$ cat src/rtl/core/assert_macros.svh
// Assertion macros used by the escaper drain; they compile to nothing under synthesis.
`ifndef ASSERT_MACROS_SVH
`define ASSERT_MACROS_SVH

`ifndef SYNTHESIS

// The consequent must hold in the same cycle as the antecedent.
`define ASSERT_IMPLIES(name, clk, rst, ante, cons) \
   name: assert property (@(posedge clk) disable iff (rst) (ante) |-> (cons)) \
      else $error("assertion failed");

// The consequent must hold in the cycle after the antecedent.
`define ASSERT_NEXT(name, clk, rst, ante, cons) \
   name: assert property (@(posedge clk) disable iff (rst) (ante) |=> (cons)) \
      else $error("assertion failed");

`else

`define ASSERT_IMPLIES(name, clk, rst, ante, cons)
`define ASSERT_NEXT(name, clk, rst, ante, cons)

`endif

`endif

$ cat src/rtl/core/jse_pkg.sv
// Types, constants and the escape encoder function of the JSON string escaper.
`timescale 1ns / 1ps

package jse_pkg;

   localparam int unsigned SEQ_MAX = 6;
   localparam int unsigned LEN_BITS = 3;

   localparam logic [7:0] CHAR_NUL = 8'h00;
   localparam logic [7:0] CHAR_BS = 8'h08;
   localparam logic [7:0] CHAR_TAB = 8'h09;
   localparam logic [7:0] CHAR_LF = 8'h0A;
   localparam logic [7:0] CHAR_FF = 8'h0C;
   localparam logic [7:0] CHAR_CR = 8'h0D;
   localparam logic [7:0] CHAR_QUOTE = 8'h22;
   localparam logic [7:0] CHAR_BACKSLASH = 8'h5C;
   localparam logic [7:0] CHAR_ZERO = 8'h30;
   localparam logic [7:0] CHAR_LOWER_A = 8'h61;
   localparam logic [7:0] CHAR_LOWER_B = 8'h62;
   localparam logic [7:0] CHAR_LOWER_F = 8'h66;
   localparam logic [7:0] CHAR_LOWER_N = 8'h6E;
   localparam logic [7:0] CHAR_LOWER_R = 8'h72;
   localparam logic [7:0] CHAR_LOWER_T = 8'h74;
   localparam logic [7:0] CHAR_LOWER_U = 8'h75;
   localparam logic [7:0] CTRL_LIMIT = 8'h20;

   localparam logic [15:0] CAPACITY_RESET = 16'd256;

   typedef logic [SEQ_MAX-1:0][7:0] jse_bytes_type;

   typedef struct packed {
      jse_bytes_type        seq;
      logic [LEN_BITS-1:0]  len;
      logic                 last;
   } jse_seq_type;

   function automatic logic [7:0] hex_digit(input logic [3:0] nibble);
      logic [7:0] digit;
      if (nibble < 4'd10) begin
         digit = CHAR_ZERO + {4'h0, nibble};
      end else begin
         digit = CHAR_LOWER_A + {4'h0, nibble} - 8'd10;
      end
      return digit;
   endfunction

   // Escape sequence, or the byte itself if it needs none, for a nonzero source byte; first byte in element zero.
   function automatic jse_seq_type escape(input logic [7:0] src);
      jse_seq_type res;
      res = '0;
      res.seq[0] = CHAR_BACKSLASH;
      res.len = LEN_BITS'(2);
      unique case (src)
         CHAR_QUOTE:     res.seq[1] = CHAR_QUOTE;
         CHAR_BACKSLASH: res.seq[1] = CHAR_BACKSLASH;
         CHAR_BS:        res.seq[1] = CHAR_LOWER_B;
         CHAR_FF:        res.seq[1] = CHAR_LOWER_F;
         CHAR_LF:        res.seq[1] = CHAR_LOWER_N;
         CHAR_CR:        res.seq[1] = CHAR_LOWER_R;
         CHAR_TAB:       res.seq[1] = CHAR_LOWER_T;
         default: begin
            if (src < CTRL_LIMIT) begin
               res.seq[1] = CHAR_LOWER_U;
               res.seq[2] = CHAR_ZERO;
               res.seq[3] = CHAR_ZERO;
               res.seq[4] = hex_digit(src[7:4]);
               res.seq[5] = hex_digit(src[3:0]);
               res.len = LEN_BITS'(SEQ_MAX);
            end else begin
               res.seq[0] = src;
               res.len = LEN_BITS'(1);
            end
         end
      endcase
      return res;
   endfunction

endpackage

$ cat src/rtl/core/jse_drain.sv
// Sequence buffer and output register that deliver escape bytes one per transaction.
`timescale 1ns / 1ps
`include "assert_macros.svh"

module jse_drain
   import jse_pkg::*;
(
   input  logic        clock,
   input  logic        reset,
   input  logic        load,
   input  jse_seq_type load_seq,
   output logic        can_load,
   output logic        rsp_valid,
   input  logic        rsp_stall,
   output logic [7:0]  rsp_out_byte,
   output logic        rsp_last_of_string
);

   jse_bytes_type       seq_ff, seq_in;
   logic [LEN_BITS-1:0] rem_ff, rem_in;
   logic                last_ff, last_in;
   logic                out_valid_ff, out_valid_in;
   logic [7:0]          out_byte_ff, out_byte_in;
   logic                out_last_ff, out_last_in;
   logic                move;

   assign move = (rem_ff != '0) && (!out_valid_ff || !rsp_stall);
   assign can_load = (rem_ff == '0) || ((rem_ff == LEN_BITS'(1)) && move);

   always_comb begin
      seq_in = seq_ff;
      rem_in = rem_ff;
      last_in = last_ff;
      out_valid_in = out_valid_ff;
      out_byte_in = out_byte_ff;
      out_last_in = out_last_ff;
      if (move) begin
         out_valid_in = 1'b1;
         out_byte_in = seq_ff[0];
         out_last_in = last_ff && (rem_ff == LEN_BITS'(1));
         seq_in = {8'h00, seq_ff[SEQ_MAX-1:1]};
         rem_in = rem_ff - LEN_BITS'(1);
      end else if (out_valid_ff && !rsp_stall) begin
         out_valid_in = 1'b0;
      end
      if (load) begin
         seq_in = load_seq.seq;
         rem_in = load_seq.len;
         last_in = load_seq.last;
      end
   end

   always_ff @(posedge clock) begin
      if (reset) begin
         rem_ff <= '0;
         out_valid_ff <= 1'b0;
      end else begin
         rem_ff <= rem_in;
         out_valid_ff <= out_valid_in;
      end
      seq_ff <= seq_in;
      last_ff <= last_in;
      out_byte_ff <= out_byte_in;
      out_last_ff <= out_last_in;
   end

   assign rsp_valid = out_valid_ff;
   assign rsp_out_byte = out_byte_ff;
   assign rsp_last_of_string = out_last_ff;

   `ASSERT_IMPLIES(a_load_when_free, clock, reset, load, can_load)
   `ASSERT_IMPLIES(a_rem_bounded, clock, reset, 1'b1, rem_ff <= LEN_BITS'(SEQ_MAX))
   `ASSERT_IMPLIES(a_last_single, clock, reset, last_ff && (rem_ff != '0), rem_ff == LEN_BITS'(1))
   `ASSERT_NEXT(a_move_shows, clock, reset, move, out_valid_ff)

endmodule

$ cat src/rtl/core/json_string_escaper_unit.sv
// Top level of the JSON string escaper: capacity register, count tracking and fit check.
`timescale 1ns / 1ps

// Channel   Direction  Handshake              Payload
// req       in         req_valid / req_stall  req_src_byte
// rsp       out        rsp_valid / rsp_stall  rsp_out_byte, rsp_last_of_string
// csr       in         csr_valid / csr_ready  csr_capacity
//
// Plain bytes and the terminator flow at one byte per cycle while the output is not stalled.
// A two byte or \u escape holds the input until its last byte moves into the single
// output register. Dropped bytes are accepted without being loaded.
// Reset clears the count, the truncation flag and the buffers, and sets capacity to 256.
// A stalled output holds its byte and the input stalls once the sequence buffer is full.

module json_string_escaper_unit
   import jse_pkg::*;
#(
   parameter int unsigned COUNT_BITS = 16
) (
   input  logic        clock,
   input  logic        reset,
   input  logic        req_valid,
   output logic        req_stall,
   input  logic [7:0]  req_src_byte,
   output logic        rsp_valid,
   input  logic        rsp_stall,
   output logic [7:0]  rsp_out_byte,
   output logic        rsp_last_of_string,
   input  logic        csr_valid,
   output logic        csr_ready,
   input  logic [15:0] csr_capacity
);

   localparam int unsigned SUM_BITS = ((COUNT_BITS > 16) ? COUNT_BITS : 16) + 1;

   logic [15:0]           capacity_ff;
   logic [COUNT_BITS-1:0] bytes_written_ff, bytes_written_in;
   logic                  truncated_ff, truncated_in;
   logic                  accept;
   logic                  can_load;
   logic                  load;
   jse_seq_type           enc_seq;
   jse_seq_type           load_seq;
   logic [SUM_BITS-1:0]   cap_ext;
   logic [SUM_BITS-1:0]   lim_ext;
   logic [SUM_BITS-1:0]   eff_cap;
   logic [SUM_BITS-1:0]   need;
   logic                  fits;

   assign csr_ready = 1'b1;
   assign req_stall = !can_load;
   assign accept = req_valid && !req_stall;

   assign cap_ext = SUM_BITS'(capacity_ff);
   assign lim_ext = SUM_BITS'({COUNT_BITS{1'b1}});
   assign eff_cap = (cap_ext < lim_ext) ? cap_ext : lim_ext;
   assign enc_seq = escape(req_src_byte);
   assign need = SUM_BITS'(bytes_written_ff) + SUM_BITS'(enc_seq.len);
   assign fits = need < eff_cap;

   always_comb begin
      bytes_written_in = bytes_written_ff;
      truncated_in = truncated_ff;
      load = 1'b0;
      load_seq = enc_seq;
      if (accept) begin
         if (req_src_byte == CHAR_NUL) begin
            bytes_written_in = '0;
            truncated_in = 1'b0;
            load = (capacity_ff != '0);
            load_seq = '0;
            load_seq.seq[0] = CHAR_NUL;
            load_seq.len = LEN_BITS'(1);
            load_seq.last = 1'b1;
         end else if ((capacity_ff != '0) && !truncated_ff) begin
            if (fits) begin
               load = 1'b1;
               bytes_written_in = bytes_written_ff + COUNT_BITS'(enc_seq.len);
            end else begin
               truncated_in = 1'b1;
            end
         end
      end
   end

   always_ff @(posedge clock) begin
      if (reset) begin
         capacity_ff <= CAPACITY_RESET;
         bytes_written_ff <= '0;
         truncated_ff <= 1'b0;
      end else begin
         if (csr_valid && csr_ready) begin
            capacity_ff <= csr_capacity;
         end
         bytes_written_ff <= bytes_written_in;
         truncated_ff <= truncated_in;
      end
   end

   jse_drain u_drain (
      .clock              (clock),
      .reset              (reset),
      .load               (load),
      .load_seq           (load_seq),
      .can_load           (can_load),
      .rsp_valid          (rsp_valid),
      .rsp_stall          (rsp_stall),
      .rsp_out_byte       (rsp_out_byte),
      .rsp_last_of_string (rsp_last_of_string)
   );

endmodule
$ cat config.mk
export PLATFORM = sky130hd
export DESIGN_NAME = json_string_escaper_unit
export DESIGN_NICKNAME = d
export VERILOG_FILES = /design/src/rtl/core/jse_pkg.sv /design/src/rtl/core/jse_drain.sv /design/src/rtl/core/json_string_escaper_unit.sv
export VERILOG_INCLUDE_DIRS = /design/src /design/src/rtl/core
export SDC_FILE = /design/constraint.sdc
export NUM_CORES = 1
export LEC_CHECK = 0
export BUFFER_PORTS_ARGS = -buffer_cell sky130_fd_sc_hd__buf_2
export CAP_MARGIN = 0
export CORE_ASPECT_RATIO = 1.25
export CORE_UTILIZATION = 60
export CTS_CLUSTER_SIZE = 28
export DETAILED_ROUTE_END_ITERATION = 16
export PLACE_DENSITY = 0.82
export SLEW_MARGIN = 10
export SYNTH_ARGS = -nofsm -noshare
export SYNTH_HDL_FRONTEND = slang
export SYNTH_HIERARCHICAL = 1
export SYNTH_SLANG_ARGS = --single-unit
$ cat constraint.sdc
create_clock -name clock -period 8.4 [get_ports clock]
set_input_delay 1.68 -clock clock [delete_from_list [all_inputs] [get_ports clock]]
set_output_delay 1.68 -clock clock [all_outputs]
set_load 0.02 [all_outputs]
==> reports/metrics.cfg <==
[synthesis]
yosys.area.top_type_share_pct=34.4
synth_area_leaders=edfxtp_1, dfxtp_1, mux2_2
yosysSeqAreaShare_pct=49.0
synth_most_common_cell=edfxtp_1
synth_seq_cells=95
synth_edf_count=58
yosys-top-cells-count=edfxtp_1, inv_1, mux2_2
ys_warn_count=6
synthArstFlopShare_pct=0
avgSynthCellArea_um2=11.0
yosysUniqueCellTypes=57
yosysTopAreaCell=edfxtp_1
syn_area_um2=5060
netlist_instances=461
synthFlopType=edfxtp_1

[clock_network]
cts_hold_buf=0
cts_buffers=9
worstSkewPairLatency_ps=380
cts_tree=done
clockBufferDepth=2
post_cts_buffers=0
cts_resized=0
htree_levels=3
clock-root-buffer=clkbuf_8
cts.clk_slew.worst_paths_ps=90
cts.sinks=95

[critical_path]
path_delay_family=simple AND/OR/NAND/NOR gates
crit_start=req_src_byte[1]
crit_path_frequent_cell=nand2_1
start_kind=input pin
critPathBufInv=5
critPathArrivalTime_ps=7520
rr_startpoint=bytes_written_ff[0]
crit_slowest_cell=o41ai_1
max_stage_delay_ps=500
crit_required_ps=8470
endpoint_kind=flip-flop
crit_type=input pin to flip-flop
cp_max_fo=43

[timing]
tns_ps=0
slew_headroom_pct=31.4
layout_min_cycle_time_ps=7450
whs_ps=442
fin_ws_ps=945
timing.fmax_mhz=134
hold_viol=0
setup_viol=0
drv_slew=0
rsz0062_at_grt=false
worst_slew_pin_slew_ps=1030
finalClockSkew_ps=16.0
post-route-period-util_pct=88.7

[global_route]
antenna_found_initial=0
overflow=0
grt_pass1_wl_mm=16.3
grt.total_usage_pct=23.8
first_global_vias=3562
grt_max_degree=44

[placed_design]
placed_cell_area_um2=5380
gp_congestion=0.913
dpl.hpwl_mm=7.00
dp.cells=598
port_buffers=39
dpl_worst_slack_ps=643

[power]
leakagePower_nw=2.40
ir_drop_uv=207
power_mw=1.60
p_per_area_nw_per_um2=286

[floorplanning]
die_width_um=84.2
dieArea_um2=8810
pin_count=41
floorplan.initialDensity_pct=61.8
core_area_um2=8190
num_rows=37
die_h_um=105

[run_status]
outcome=complete, but fails checks
violations=DRC

[drt]
routed_wl_mm=9.77
wl_per_cell_um=15.9
drc=4
drtPass1Iterations=10
vias_per_cell=5.85
first_iter_violations=248
drtAntennaViolNets=0
route.vias.total=3589

[layout]
drive_above_1_share_pct=21.7
instances_no_fill=614
final_core_util_pct=68.2
diodes=0
stdcell_area_um2=5590
fillers=614
area_growth_pct=10.4
nets=569

[hold_path]
hold_path.class=flip-flop to flip-flop
min_from=u_drain/seq_ff[5]

[job]
maxCapViolCount=0

==> cells by family (layout without fill, tap and decap cells) <==
kind of cell / after synthesis / count (layout) / synth area share (%)
DFF: 95 / 95 / 49.0
AOI/OAI and AO/OA: 68 / 68 / 9.64
adders and majority gates: 29 / 29 / 7.29
other: 2 / 20 / 0.148
buffers and inverters: 60 / 98 / 5.21
muxes: 55 / 55 / 11.9
and+or+nand+nor: 140 / 140 / 14.8
xor gates and xnor gates: 12 / 12 / 2.08
==> cell type report <==
cell class,instances,area (um2),share of cell area [%]
clock buffer,9,124,2.22
timing repair buffer,42,243,4.34
clock inverter,7,83.8,1.50
multi-input combinational,324,2390,42.7
tap,97,121,2.17
inverter,40,150,2.69
sequential,95,2480,44.4
==> cell usage in the layout, fill, tap and decap left out, drive strengths merged, types with 3 or more instances in the layout <==
| master | Yosys | layout |
|---|---|---|
| edfxtp | 58 | 58 |
| inv | 40 | 45 |
| buf | 11 | 42 |
| mux2 | 40 | 40 |
| dfxtp | 37 | 37 |
| nor2 | 32 | 32 |
| nand2 | 28 | 28 |
| ha | 27 | 27 |
| a21oi | 20 | 20 |
| conb | 2 | 20 |
| mux2i | 15 | 15 |
| nor3 | 13 | 13 |
| and2 | 13 | 13 |
| nand3 | 10 | 10 |
| a22o | 9 | 9 |
| xnor2 | 9 | 9 |
| clkbuf | 9 | 9 |
| o21ai | 8 | 8 |
| nor4 | 7 | 7 |
| or2 | 6 | 6 |
| nand2b | 6 | 6 |
| a221o | 5 | 5 |
| a21o | 4 | 4 |
| a211oi | 4 | 4 |
| o211ai | 4 | 4 |
| or3 | 4 | 4 |
| nor2b | 3 | 3 |
| and3 | 3 | 3 |
| and4 | 3 | 3 |
| nand4 | 3 | 3 |
| nor4b | 3 | 3 |
| xor2 | 3 | 3 |
==> worst register-to-register path, stage by stage, from the launching register on <==
cell,delay (ps)
dfxtp_1,350
ha_1,170
inv_1,50
fa_1,450
o41ai_1,500
a21boi_2,370
nand2_1,200
o21a_1,230
or2_2,300
ha_1,310
nand3_1,80
nand2_1,60
nor3_1,170
a31oi_1,140
or2_2,320
o21ai_0,140
and2_2,390
or2_2,290
buf_12,270
==> metal layers <==
| layer | routed length, um | vias up | track usage [%] |
|---|---|---|---|
| met4 | 271 | 0 | 13.5 |
| met2 | 4970 | 79 | 40.7 |
| li1 | - | 1748 | - |
| met1 | 4160 | 1741 | 28.3 |
| met3 | 363 | 21 | 4.11 |
| met5 | 0 | - | 0 |
==> registers in the layout, summed over array words and instances, names as in the netlist <==
register and cells:
u_drain/last_ff 1, u_drain/seq_ff 48, u_drain/rsp_last_of_string 1, truncated_ff 1, capacity_ff 16, u_drain/rem_ff 3, u_drain/rsp_valid 1, bytes_written_ff 16
u_drain/rsp_out_byte 8
==> report_power, final <==
group / internal [mW] / leakage, nW / switching, mW
Clock: 0.145 / 0.108 / 0.177
Sequential: 0.739 / 0.890 / 0.0522
Combinational: 0.206 / 1.40 / 0.281
==> path summary, 6_finish.rpt <==
path | endpoint | slack, ps | depth (start not counted)
setup / recovery | u_drain/seq_ff[9] | 950 | 27
hold / removal | u_drain/rsp_out_byte[5] | 440 | 0
setup reg to reg | u_drain/seq_ff[9] | 3290 | 18
hold reg to reg | u_drain/rsp_out_byte[5] | 440 | 0
Note: power is estimated with default switching activity, not from simulation.
